## src/rtl/vle_pkg.sv

```systemverilog
`timescale 1ns / 1ps
`default_nettype none
package vle_pkg;

    typedef enum logic [3:0] {
        CMD_ADD_FIRST    = 4'd0,
        CMD_ADD_LAST     = 4'd1,
        CMD_ADD_AT       = 4'd2,
        CMD_ADD_SORTED   = 4'd3,
        CMD_REMOVE_MATCH = 4'd4,
        CMD_REMOVE_ALL   = 4'd5,
        CMD_REMOVE_AT    = 4'd6,
        CMD_CLEAR        = 4'd7,
        CMD_READ_AT      = 4'd8,
        CMD_REVERSE      = 4'd9,
        CMD_SORT         = 4'd10,
        CMD_MAX_INDEX    = 4'd11
    } t_cmd;

    localparam logic [1:0] ST_OK    = 2'd0;
    localparam logic [1:0] ST_RANGE = 2'd1;
    localparam logic [1:0] ST_EMPTY = 2'd2;
    localparam logic [1:0] ST_FULL  = 2'd3;

    typedef struct packed {
        logic [3:0]         command;
        logic signed [31:0] value;
        logic [6:0]         position;
    } t_req;

    typedef struct packed {
        logic [1:0]         status;
        logic signed [31:0] read_value;
        logic [5:0]         found_index;
        logic [6:0]         removed_count;
        logic [6:0]         entry_count;
        logic signed [31:0] first_value;
        logic signed [31:0] last_value;
    } t_rsp;

endpackage
`default_nettype wire

```

## src/rtl/vle_if.sv

```systemverilog
`timescale 1ns / 1ps
`default_nettype none
interface vle_req_if;
    logic          valid;
    logic          ready;
    vle_pkg::t_req data;
    modport source (output valid, output data, input ready);
    modport sink   (input valid, input data, output ready);
endinterface

interface vle_rsp_if;
    logic          valid;
    logic          ready;
    vle_pkg::t_rsp data;
    modport source (output valid, output data, input ready);
    modport sink   (input valid, input data, output ready);
endinterface
`default_nettype wire

```

## src/rtl/vle_ram.sv

```systemverilog
`timescale 1ns / 1ps
`default_nettype none
module vle_ram #(
    parameter int DEPTH = 64,
    parameter int AW    = 6
) (
    input  wire logic          i_clk,
    input  wire logic          i_we,
    input  wire logic [AW-1:0] i_waddr,
    input  wire logic [31:0]   i_wdata,
    input  wire logic [AW-1:0] i_raddr,
    output logic [31:0]        o_rdata
);
    logic [31:0] mem [DEPTH];

    // single write port, registered read port
    always_ff @(posedge i_clk) begin
        if (i_we) begin
            mem[i_waddr] <= i_wdata;
        end
        o_rdata <= mem[i_raddr];
    end
endmodule
`default_nettype wire

```

## src/rtl/value_list_engine.sv

```systemverilog
`timescale 1ns / 1ps
`default_nettype none
// value_list_engine: ordered list of up to CAPACITY signed 32-bit values.
// Channels: i_req (command, value, position) and o_rsp (status, read value,
// found index, removed count, entry count, first and last values), both
// valid/ready; a transfer happens when valid and ready are both high.
// Values live in one single-port-write, registered-read RAM; a sequencer
// walks it one entry per step, each step being an address cycle, a RAM
// cycle and a data cycle. Sort is an insertion sort. Head and tail
// values are fetched at the end of every command. One command is in
// flight at a time; the next is taken in the cycle after the result
// transfer.
// Reset empties the list at once (no clearing pass); the RAM is not reset.
// While the receiver stalls, the result is held in the output register and
// no new command is taken until it has been transferred.
module value_list_engine #(
    parameter int CAPACITY = 64
) (
    input  wire logic  i_clk,
    input  wire logic  i_rst_n,
    vle_req_if.sink    i_req,
    vle_rsp_if.source  o_rsp
);
    localparam int AW = (CAPACITY > 1) ? $clog2(CAPACITY) : 1;
    localparam int CW = $clog2(CAPACITY + 1);

    typedef enum logic [4:0] {
        S_IDLE, S_DISPATCH, S_WAIT,
        S_SRCH_RD, S_SRCH_CHK,         // add_sorted / remove_first search
        S_SHR_RD, S_SHR_WR,            // shift up for insert
        S_SHL_RD, S_SHL_WR,            // shift down for delete
        S_RALL_RD, S_RALL_WR,          // compaction
        S_READ_RD, S_READ_WR,
        S_REV_RDA, S_REV_RDB, S_REV_WRA, S_REV_WRB,
        S_MAX_RD, S_MAX_CHK,
        S_SRT_RDT, S_SRT_GETT, S_SRT_RDP, S_SRT_CHK, S_SRT_PUT,
        S_HD_RD, S_HD_GET, S_TL_GET, S_OUT
    } t_state;

    t_state              r_state;
    t_state              r_ret;
    vle_pkg::t_req       r_req;
    logic [CW-1:0]       r_count;
    logic [CW-1:0]       r_i, r_j, r_k;
    logic [31:0]         r_t;
    logic [1:0]          r_status;
    logic [31:0]         r_rd;
    logic [AW-1:0]       r_found;
    logic [CW-1:0]       r_removed;
    logic [31:0]         r_first;
    logic                r_we;
    logic [AW-1:0]       r_waddr, r_raddr;
    logic [31:0]         r_wdata;
    logic                r_ins;
    logic [31:0]         w_rdata;
    vle_pkg::t_rsp       r_rsp;
    logic                r_ovalid;

    vle_ram #(.DEPTH(CAPACITY), .AW(AW)) u_ram (
        .i_clk  (i_clk),
        .i_we   (r_we),
        .i_waddr(r_waddr),
        .i_wdata(r_wdata),
        .i_raddr(r_raddr),
        .o_rdata(w_rdata)
    );

    function automatic logic sgt(input logic [31:0] a, input logic [31:0] b);
        return $signed(a) > $signed(b);
    endfunction

    function automatic logic [AW-1:0] ad(input logic [CW-1:0] x);
        logic [CW+AW-1:0] e;
        e = {{AW{1'b0}}, x};
        return e[AW-1:0];
    endfunction

    logic full;
    assign full = (r_count >= CW'(CAPACITY));

    assign i_req.ready  = (r_state == S_IDLE);
    assign o_rsp.valid  = r_ovalid;
    assign o_rsp.data   = r_rsp;

    // command sequencer
    always_ff @(posedge i_clk) begin
        r_we <= 1'b0;
        if (!i_rst_n) begin
            r_state  <= S_IDLE;
            r_count  <= '0;
            r_ovalid <= 1'b0;
        end else begin
            case (r_state)
                S_IDLE: begin
                    if (i_req.valid) begin
                        r_req     <= i_req.data;
                        r_status  <= vle_pkg::ST_OK;
                        r_rd      <= '0;
                        r_found   <= '0;
                        r_removed <= '0;
                        r_state   <= S_DISPATCH;
                    end
                end
                S_DISPATCH: begin
                    r_state <= S_HD_RD;
                    r_i     <= '0;
                    r_t     <= r_req.value;
                    case (r_req.command)
                        vle_pkg::CMD_ADD_FIRST: begin
                            if (full) r_status <= vle_pkg::ST_FULL;
                            else begin r_k <= '0; r_j <= r_count; r_state <= S_SHR_RD; end
                        end
                        vle_pkg::CMD_ADD_LAST: begin
                            if (full) r_status <= vle_pkg::ST_FULL;
                            else begin r_k <= r_count; r_j <= r_count; r_state <= S_SHR_RD; end
                        end
                        vle_pkg::CMD_ADD_AT: begin
                            if ({1'b0, r_req.position} > (8)'(r_count))
                                r_status <= vle_pkg::ST_RANGE;
                            else if (full) r_status <= vle_pkg::ST_FULL;
                            else begin
                                r_k <= CW'(r_req.position); r_j <= r_count;
                                r_state <= S_SHR_RD;
                            end
                        end
                        vle_pkg::CMD_ADD_SORTED: begin
                            if (full) r_status <= vle_pkg::ST_FULL;
                            else begin r_ins <= 1'b1; r_state <= S_SRCH_RD; end
                        end
                        vle_pkg::CMD_REMOVE_MATCH: begin
                            r_ins <= 1'b0; r_state <= S_SRCH_RD;
                        end
                        vle_pkg::CMD_REMOVE_ALL: begin
                            r_j <= '0; r_state <= S_RALL_RD;
                        end
                        vle_pkg::CMD_REMOVE_AT: begin
                            if ({1'b0, r_req.position} >= (8)'(r_count))
                                r_status <= vle_pkg::ST_RANGE;
                            else begin
                                r_removed <= CW'(1);
                                r_i <= CW'(r_req.position);
                                r_state <= S_SHL_RD;
                            end
                        end
                        vle_pkg::CMD_CLEAR: begin
                            r_removed <= r_count;
                            r_count   <= '0;
                        end
                        vle_pkg::CMD_READ_AT: begin
                            if (r_count == '0) r_status <= vle_pkg::ST_EMPTY;
                            else if ({1'b0, r_req.position} >= (8)'(r_count))
                                r_status <= vle_pkg::ST_RANGE;
                            else begin
                                r_raddr <= ad(CW'(r_req.position));
                                r_state <= S_READ_RD;
                            end
                        end
                        vle_pkg::CMD_REVERSE: begin
                            if (r_count == '0) r_status <= vle_pkg::ST_EMPTY;
                            else begin r_j <= r_count - CW'(1); r_state <= S_REV_RDA; end
                        end
                        vle_pkg::CMD_SORT: begin
                            r_i <= CW'(1); r_state <= S_SRT_RDT;
                        end
                        vle_pkg::CMD_MAX_INDEX: begin
                            if (r_count == '0) r_status <= vle_pkg::ST_EMPTY;
                            else begin
                                r_raddr <= '0; r_state <= S_MAX_RD;
                            end
                        end
                        default: ;
                    endcase
                end
                // RAM cycle: address registered, data arrives next cycle
                S_WAIT: r_state <= r_ret;
                // linear search: first greater (insert) or first equal (remove)
                S_SRCH_RD: begin
                    if (r_i >= r_count) begin
                        if (r_ins) begin
                            r_k <= r_count; r_j <= r_count; r_state <= S_SHR_RD;
                        end else r_state <= S_HD_RD;
                    end else begin
                        r_raddr <= ad(r_i); r_ret <= S_SRCH_CHK; r_state <= S_WAIT;
                    end
                end
                S_SRCH_CHK: begin
                    if (r_ins ? sgt(w_rdata, r_t) : (w_rdata == r_t)) begin
                        if (r_ins) begin
                            r_k <= r_i; r_j <= r_count; r_state <= S_SHR_RD;
                        end else begin
                            r_removed <= CW'(1); r_state <= S_SHL_RD;
                        end
                    end else begin
                        r_i <= r_i + CW'(1); r_state <= S_SRCH_RD;
                    end
                end
                // shift entries k..count-1 up by one, then place value at k
                S_SHR_RD: begin
                    if (r_j > r_k) begin
                        r_raddr <= ad(r_j - CW'(1)); r_ret <= S_SHR_WR; r_state <= S_WAIT;
                    end else begin
                        r_we <= 1'b1; r_waddr <= ad(r_k); r_wdata <= r_t;
                        r_count <= r_count + CW'(1);
                        r_state <= S_HD_RD;
                    end
                end
                S_SHR_WR: begin
                    r_we <= 1'b1; r_waddr <= ad(r_j); r_wdata <= w_rdata;
                    r_j <= r_j - CW'(1); r_state <= S_SHR_RD;
                end
                // shift entries after i down by one
                S_SHL_RD: begin
                    if (r_i + CW'(1) < r_count) begin
                        r_raddr <= ad(r_i + CW'(1)); r_ret <= S_SHL_WR; r_state <= S_WAIT;
                    end else begin
                        r_count <= r_count - CW'(1); r_state <= S_HD_RD;
                    end
                end
                S_SHL_WR: begin
                    r_we <= 1'b1; r_waddr <= ad(r_i); r_wdata <= w_rdata;
                    r_i <= r_i + CW'(1); r_state <= S_SHL_RD;
                end
                // compaction: i reads, j writes
                S_RALL_RD: begin
                    if (r_i >= r_count) begin
                        r_count <= r_j; r_state <= S_HD_RD;
                    end else begin
                        r_raddr <= ad(r_i); r_ret <= S_RALL_WR; r_state <= S_WAIT;
                    end
                end
                S_RALL_WR: begin
                    if (w_rdata == r_t) r_removed <= r_removed + CW'(1);
                    else begin
                        r_we <= 1'b1; r_waddr <= ad(r_j); r_wdata <= w_rdata;
                        r_j <= r_j + CW'(1);
                    end
                    r_i <= r_i + CW'(1); r_state <= S_RALL_RD;
                end
                S_READ_RD: r_state <= S_READ_WR;
                S_READ_WR: begin
                    r_rd <= w_rdata; r_state <= S_HD_RD;
                end
                // reverse: swap i and j pairwise
                S_REV_RDA: begin
                    if (r_i < r_j) begin
                        r_raddr <= ad(r_i); r_state <= S_REV_RDB;
                    end else r_state <= S_HD_RD;
                end
                S_REV_RDB: begin
                    r_raddr <= ad(r_j); r_state <= S_REV_WRA;
                end
                S_REV_WRA: begin
                    r_t <= w_rdata; r_state <= S_REV_WRB;
                end
                S_REV_WRB: begin
                    r_we <= 1'b1; r_waddr <= ad(r_i); r_wdata <= w_rdata;
                    r_first <= r_t; r_k <= r_j;
                    r_state <= S_SRT_PUT;
                end
                // max scan: r_t holds current maximum
                S_MAX_RD: begin
                    if (r_i >= r_count) r_state <= S_HD_RD;
                    else begin
                        r_raddr <= ad(r_i); r_ret <= S_MAX_CHK; r_state <= S_WAIT;
                    end
                end
                S_MAX_CHK: begin
                    if (r_i == '0 || sgt(w_rdata, r_t)) begin
                        r_t <= w_rdata; r_found <= ad(r_i);
                    end
                    r_i <= r_i + CW'(1); r_state <= S_MAX_RD;
                end
                // insertion sort: key in r_t, hole at r_j
                S_SRT_RDT: begin
                    if (r_i >= r_count) r_state <= S_HD_RD;
                    else begin
                        r_raddr <= ad(r_i); r_ret <= S_SRT_GETT; r_state <= S_WAIT;
                    end
                end
                S_SRT_GETT: begin
                    r_t <= w_rdata; r_j <= r_i; r_state <= S_SRT_RDP;
                end
                S_SRT_RDP: begin
                    if (r_j == '0) begin
                        r_we <= 1'b1; r_waddr <= '0; r_wdata <= r_t;
                        r_i <= r_i + CW'(1); r_state <= S_SRT_RDT;
                    end else begin
                        r_raddr <= ad(r_j - CW'(1)); r_ret <= S_SRT_CHK; r_state <= S_WAIT;
                    end
                end
                S_SRT_CHK: begin
                    r_we <= 1'b1; r_waddr <= ad(r_j);
                    if (sgt(w_rdata, r_t)) begin
                        r_wdata <= w_rdata; r_j <= r_j - CW'(1); r_state <= S_SRT_RDP;
                    end else begin
                        r_wdata <= r_t; r_i <= r_i + CW'(1); r_state <= S_SRT_RDT;
                    end
                end
                // second write of a reverse swap
                S_SRT_PUT: begin
                    r_we <= 1'b1; r_waddr <= ad(r_k); r_wdata <= r_first;
                    r_i <= r_i + CW'(1); r_j <= r_j - CW'(1);
                    r_state <= S_REV_RDA;
                end
                // fetch head and tail for the result
                S_HD_RD: begin
                    r_raddr <= '0; r_state <= S_HD_GET;
                end
                S_HD_GET: begin
                    r_raddr <= ad(r_count - CW'(1)); r_state <= S_TL_GET;
                end
                S_TL_GET: begin
                    r_first <= w_rdata; r_state <= S_OUT;
                end
                S_OUT: begin
                    if (!r_ovalid) begin
                        r_ovalid              <= 1'b1;
                        r_rsp.status          <= r_status;
                        r_rsp.read_value      <= r_rd;
                        r_rsp.found_index     <= 6'(r_found);
                        r_rsp.removed_count   <= 7'(r_removed);
                        r_rsp.entry_count     <= 7'(r_count);
                        r_rsp.first_value     <= (r_count != '0) ? r_first : '0;
                        r_rsp.last_value      <= (r_count != '0) ? w_rdata : '0;
                    end else if (o_rsp.ready) begin
                        r_ovalid <= 1'b0;
                        r_state  <= S_IDLE;
                    end
                end
                default: r_state <= S_IDLE;
            endcase
        end
    end

    // checks
    a_cnt_cap: assert property (@(posedge i_clk) disable iff (!i_rst_n)
        r_count <= CW'(CAPACITY)) else $error("count above capacity");
    a_busy: assert property (@(posedge i_clk) disable iff (!i_rst_n)
        r_ovalid |-> !i_req.ready) else $error("accepting while result pending");
    a_ovalid_state: assert property (@(posedge i_clk) disable iff (!i_rst_n)
        r_ovalid |-> r_state == S_OUT) else $error("result valid outside output");
endmodule
`default_nettype wire
```

## src/flat_wrapper.sv

```systemverilog
// flat-port wrapper written by rule: the top's interface ports become plain ports
module value_list_engine_flat 
#(
    parameter int CAPACITY = 64
)
  (i_clk, i_rst_n, i_req_valid, i_req_data, i_req_ready, o_rsp_valid, o_rsp_data, o_rsp_ready);
  vle_req_if i_req_i ();
  vle_rsp_if o_rsp_i ();
  input  wire logic i_clk;
  input  wire logic i_rst_n;
  input wire logic [$bits(i_req_i.valid)-1:0] i_req_valid;
  input wire logic [$bits(i_req_i.data)-1:0] i_req_data;
  output wire logic [$bits(i_req_i.ready)-1:0] i_req_ready;
  output wire logic [$bits(o_rsp_i.valid)-1:0] o_rsp_valid;
  output wire logic [$bits(o_rsp_i.data)-1:0] o_rsp_data;
  input wire logic [$bits(o_rsp_i.ready)-1:0] o_rsp_ready;
  assign i_req_i.valid = i_req_valid;
  assign i_req_i.data = i_req_data;
  assign i_req_ready = i_req_i.ready;
  assign o_rsp_valid = o_rsp_i.valid;
  assign o_rsp_data = o_rsp_i.data;
  assign o_rsp_i.ready = o_rsp_ready;
  value_list_engine #(.CAPACITY(CAPACITY)) u_core (.i_clk(i_clk), .i_rst_n(i_rst_n), .i_req(i_req_i), .o_rsp(o_rsp_i));
endmodule
```

## config.mk

```make
export PLATFORM = sky130hd
export DESIGN_NAME = value_list_engine_flat
export DESIGN_NICKNAME = d
export VERILOG_FILES = /design/src/rtl/vle_pkg.sv /design/src/rtl/vle_if.sv /design/src/rtl/vle_ram.sv /design/src/rtl/value_list_engine.sv /design/src/flat_wrapper.sv
export SDC_FILE = /design/constraint.sdc
export NUM_CORES = 2
export LEC_CHECK = 0
export BUFFER_PORTS_ARGS = -buffer_cell sky130_fd_sc_hd__buf_2
export CAP_MARGIN = 20
export CELL_PAD_IN_SITES_DETAIL_PLACEMENT = 0
export CELL_PAD_IN_SITES_GLOBAL_PLACEMENT = 2
export CORE_AREA = 2 2 522 524
export DETAILED_ROUTE_END_ITERATION = 6
export DIE_AREA = 0 0 524 526
export PLACE_DENSITY_LB_ADDON = 0.15
export SLEW_MARGIN = 40
export SYNTH_ARGS = -nofsm -noshare
export SYNTH_HDL_FRONTEND = slang
export SYNTH_HIERARCHICAL = 1
export SYNTH_SLANG_ARGS = --single-unit
export TNS_END_PERCENT = 100
```

## constraint.sdc

```tcl
create_clock -name i_clk -period 16.44 [get_ports i_clk]
set_input_delay 2.466 -clock i_clk [delete_from_list [all_inputs] [get_ports i_clk]]
set_output_delay 2.466 -clock i_clk [all_outputs]
set_load 0.02 [all_outputs]
```

; Yosys cells after proc, flatten, opt, wreduce, memory -nomap -nowiden
; Memory sizes are Yosys's and may differ from the RTL's. A register that Yosys moved wholly into a read port is not among the register bits.
; Index checks and enable logic that the tools add are counted.
[totals]
ff_bits = 357
latch_bits = 0
mem_bits_rw = 2048
mem_bits_ro = 0
inputBits = 47
output_inout_bits = 120
wordCells = 294
n_memories = 1
[memory_table]
columns = name, words, width, read_ports, rd_ports_with_merged_regs, write_ports, line_no
row1 = u_core.u_ram.mem, 64, 32, 1, 1, 1, vle_ram.sv:14  ; logic [31:0] mem [DEPTH];
[classes]
addsub = 6
mul = 0
div_mod_pow = 0
magnitude_cmp = 8
n_eq_ne = 83
n_shift = 0
mux = 115
bitwise_logic = 1
n_reduce_logical = 52
[op_table]
columns = op, n
row1 = $mux W7, 29
row2 = $mux W32, 6
row3 = $pmux W32 S6, 1
row4 = $pmux W5 S26, 1
row5 = $pmux W32 S2, 2
row6 = $mux W5, 24
row7 = $pmux W7 S4, 4
row8 = $pmux W32 S3, 1
row9 = $mux W6, 13
row10 = $eq A5 B5 Y1 const B, 12
row11 = $pmux W6 S9, 1
row12 = $pmux W5 S10, 1
row13 = $pmux W7 S7, 1
row14 = $eq A5 B4 Y1 const B, 8
row15 = $pmux W6 S6, 1
row16 = $pmux W5 S7, 1
row17 = $pmux W7 S5, 1
row18 = $eq A32 B32 Y1, 1
row19 = $gt A32 B32 Y1, 1
row20 = $ne A2 B2 Y1 const B, 16
row21 = $ne A3 B3 Y1 const B, 10
row22 = $add A7 B1 Y7 const B, 4
row23 = $pmux W7 S2, 2
row24 = $ne A2 B1 Y1 const B, 13
row25 = other kinds (49), 111

; Longest topological paths before layout
[depth]
word_depth = 5
depth_mapped = 13
ltp_nobuf = 12

; By module
; Netlist, hierarchy kept.
[modules_own_cells]
columns = mod, n_inst, cells_per_inst, area_per_inst_um2, seq_area_each_um2
row1 = vle_ram, 1, 3511, 79039.6, 62139.6
row2 = value_list_engine, 1, 1488, 17702.0, 10550.1

; Least setup slack after synthesis
; Ideal clock, no wire load.
[synth_path]
kind = input port to flip-flop
from = input port i_rst_n
to = register u_core.r_rsp (netlist bit u_core/o_rsp.data[0]), enable pin
setup_ns = 0.883
arrival_ns = 13.690
t_required_ns = 15.557
setup_slack_ns = 1.867
stages = 2
n_path_buf = 0
cell_sequence = inv_1 nor4_1
[synth_via]
elab_chain_cells = 1
[synth_lines]
columns = item, line_no
row1 = start: declaration, flat_wrapper.sv:10  ; input wire logic i_rst_n;
row2 = $reduce_and A3 Y1 (no line), -
row3 = end: declaration, value_list_engine.sv:56  ; vle_pkg::t_rsp r_rsp;
; Every way passes these cells.
; A chain may end at the register's enable or synchronous reset.

; Final worst setup path
[layout_path]
from = register u_core.r_state[0]
to = output port i_req_ready
[layout_via]
elab_chain_cells = 1
[layout_lines]
columns = item, line_no
row1 = start: declaration, value_list_engine.sv:40  ; t_state r_state;
row2 = start signal: assignment, value_list_engine.sv:175  ; S_WAIT: r_state <= r_ret;
row3 = $logic_not A5 Y1, value_list_engine.sv:81  ; assign i_req.ready = (r_state == S_IDLE);
row4 = end: declaration, flat_wrapper.sv:13  ; output wire logic [$bits(i_req_i.ready)-1:0] i_req_ready;
; Every way passes these cells.

==> reports/metrics.yaml <==
run_status:
  outcome: "completed"
flow_run:
  maxCapViolCount: 0
clock_network:
  post_cts_buffers: 0
  cts_max_level: 5
  cts_resized: 0
  clkSlewWorstSetupHoldPaths_ps: 60
  cts-root-buf: "clkbuf_16"
  clk_latency_ps: 870
  cts_hold_buf: 0
  clockBufferDepth: 4
  cts_tree: "built"
  clkSinkCount: 2436
  cts_buffers: 280
routing:
  wl_met3_um: 15020
  viasPerCell: 5.579
  ant_nets: 0
  wl_um: 294400
  met1Wirelength_um: 135100
  via_count: 50950
  drtIter0Drc: 5410
  drcViolationCount: 0
  wl_per_cell_um: 32.24
  wl_met2_um: 139800
  highest_layer: "met4"
  drt_first_pass_iters: 6
pwr:
  vdd_drop_max_v: 0.00007864
  leakagePower_nw: 35.71
  power_density_mw_per_mm2: 144.5
layout:
  final-instance-count-excl-fill: 9133
  drive_gt1_share_pct: 24.65
  final_nets: 5472
  fillCellCount: 23840
  final_cell_mix: "edfxtp_1, mux4_2, clkbuf_16, mux2i_1, buf_2"
  synthToLayoutAreaGrowth_pct: 15.54
  final_common_cell: "edfxtp_1"
  final_util_pct: 41.43
setup_path:
  critPathLaunchType: "flop"
  rrSetupSlack_ps: 11750
  arrival_ps: 2910
  crit_fanout: 26
  endpoint_kind: "primary output"
  cp.required_ps: 13970
  crit_type: "reg2out"
sta:
  layout_min_cycle_time_ps: 5380
  finalHoldViolCount: 0
  whs_ps: 412.2
  fin_worst_skew_ps: 69.90
  drv_slew: 0
  fmax_mhz: 185.9
  fin_crit_sh_pct: 32.72
  setup_viol: 0
  relSlewSlack_pct: 40.13
  worst_pin_slew_ps: 898.1
  setup_ws_ps: 11060
  rsz0062_at_grt: "no"
  fin_tns_setup_ps: 0
place:
  place_ws_ps: 11340
  port_buffers: 166
  dpl.hpwl_um: 166700
  dpl.cell_count: 8630
  gp_congestion: 0.8242
logic_synthesis:
  synth_edf_count: 2390
  syn_area_mm2: 0.09674
  ys_seq_area_share_pct: 75.14
  synth_nets: 5120
  syn_avg_cell_area_um2: 19.35
  synthCells: 4999
  ys_ff_latch: 2436
  ys.flop_type: "edfxtp_1"
  async_reset_ff_share_pct: 0
  synth_cell_types: 80
  yosys_warnings: 6
global_route:
  grt.total_usage_pct: 21.17
  grt_overflow: 0
  grt_pass1_wl_um: 413400
  grt_pass1_vias: 51650
  grt_max_degree: 119
  grt_antenna_before_repair: 14
floorplanning:
  num_io_pins: 167
  fp-row-count: 191
  initial_core_util_pct: 35.86
  die_w_um: 524
  die_area_mm2: 0.2756
  coreArea_mm2: 0.2698
  die_y_um: 526
worst_hold_path:
  worst_hold_path_type: "reg2reg"
==> worst max-delay path, stage by stage (launching register included) <==
cell,delay [ps]
dfxtp_1,290
buf_4,220
inv_1,430
nand2_1,390
nor3_1,490
buf_2,250
==> sequential cells by signal, indices dropped and copies added (netlist names) <==
| name | cells |
|---|---|
| u_core/r_status | 2 |
| u_core/r_i | 7 |
| u_core/r_state | 5 |
| u_core/u_ram/o_rdata | 32 |
| u_core/r_wdata | 32 |
| u_core/o_rsp.valid | 1 |
| u_core/r_t | 32 |
| u_core/r_req | 43 |
| u_core/r_j | 7 |
| u_core/r_waddr | 6 |
| u_core/r_found | 6 |
| u_core/r_first | 32 |
| u_core/r_raddr | 6 |
| u_core/r_ins | 1 |
| u_core/r_k | 7 |
| u_core/r_removed | 7 |
| u_core/r_we | 1 |
| u_core/r_ret | 4 |
| u_core/o_rsp.data | 118 |
| u_core/r_count | 7 |
| u_core/r_rd | 32 |
| u_core/u_ram/mem | 2048 |
==> logic make-up (layout without fill, tap and decap cells) <==
kind of cell               count (synthesis)  count (layout)  share of synthesized area, %
DFF                                     2436            2436                         75.14
AOI/OAI and AO/OA                        714             714                         5.226
and+or+nand+nor                          711             711                         3.703
muxes                                    669             669                         12.73
buffers and inverters                    370             928                         2.016
adders and majority gates                 74              74                        0.9571
xor gates and xnor gates                  25              25                        0.2263
other                                      0               6                             0
==> area by class of cell <==
type / count / area [um2] / area share [%]
clock inverters: 123 / 1305 / 1.168
clock buffers: 365 / 7533 / 6.740
well taps: 3570 / 4467 / 3.996
multi-input cells: 2193 / 22830 / 20.43
repair buffers: 359 / 2624 / 2.347
diodes: 6 / 15.01 / 0.01343
inverters: 81 / 304.0 / 0.2720
flip-flops and latches: 2436 / 72690 / 65.03
==> metrics by stage <==
stage	power, mW	cell area [um2]
after global placement	10.16	102400
after global routing	16.77	111800
after CTS	16.32	111500
after detailed placement	10.19	102700
final	16.16	111800
after floorplan	9.103	96740
==> synth_stat cells, types with 31 or more instances <==
cell | number | area (um2)
edfxtp_1 | 2390 | 71770
a21oi_1 | 101 | 505.5
mux4_2 | 446 | 10040
and2_1 | 136 | 850.8
o22ai_1 | 50 | 312.8
a22oi_1 | 144 | 1081
nand2_1 | 143 | 536.8
a211oi_1 | 33 | 247.7
buf_2 | 61 | 305.3
clkbuf_1 | 139 | 521.8
buf_4 | 31 | 232.7
nand3_1 | 81 | 405.4
mux2_2 | 33 | 371.6
o21ai_0 | 119 | 595.6
nor2_1 | 174 | 653.1
mux2i_1 | 190 | 1902
nor3_1 | 37 | 185.2
inv_1 | 79 | 296.5
dfxtp_1 | 46 | 920.9
buf_6 | 35 | 394.1
ha_1 | 74 | 925.9
a31oi_1 | 42 | 262.8
==> routing by layer <==
layer / track usage [%] / up-vias
met3: 2.761 / 318
met5: 0 / -
met4: 3.760 / 0
met2: 34.12 / 1552
met1: 30.98 / 27730
li1: - / 21350
==> path summary, 6_finish.rpt <==
check / from / end / depth (start not counted)
setup / recovery: u_core/r_state[0]$_SDFFE_PN0P_ / i_req_ready / 5
hold / removal: u_core/r_rd[0]$_SDFFCE_PN0P_ / u_core/o_rsp.data[84]$_DFFE_PP_ / 0
setup reg to reg: u_core/r_raddr[0]$_DFFE_PP_ / u_core/u_ram/o_rdata[5]$_DFF_P_ / 9
hold reg to reg: u_core/r_rd[0]$_SDFFCE_PN0P_ / u_core/o_rsp.data[84]$_DFFE_PP_ / 0
==> power by group <==
part           internal [mW]  leakage (nW)  switching, mW
logic                  0.753          9.48           1.69
registers               7.38          21.9          0.245
clock network           3.60          4.29           2.49
No activity file was read; power rests on OpenSTA's default activity.
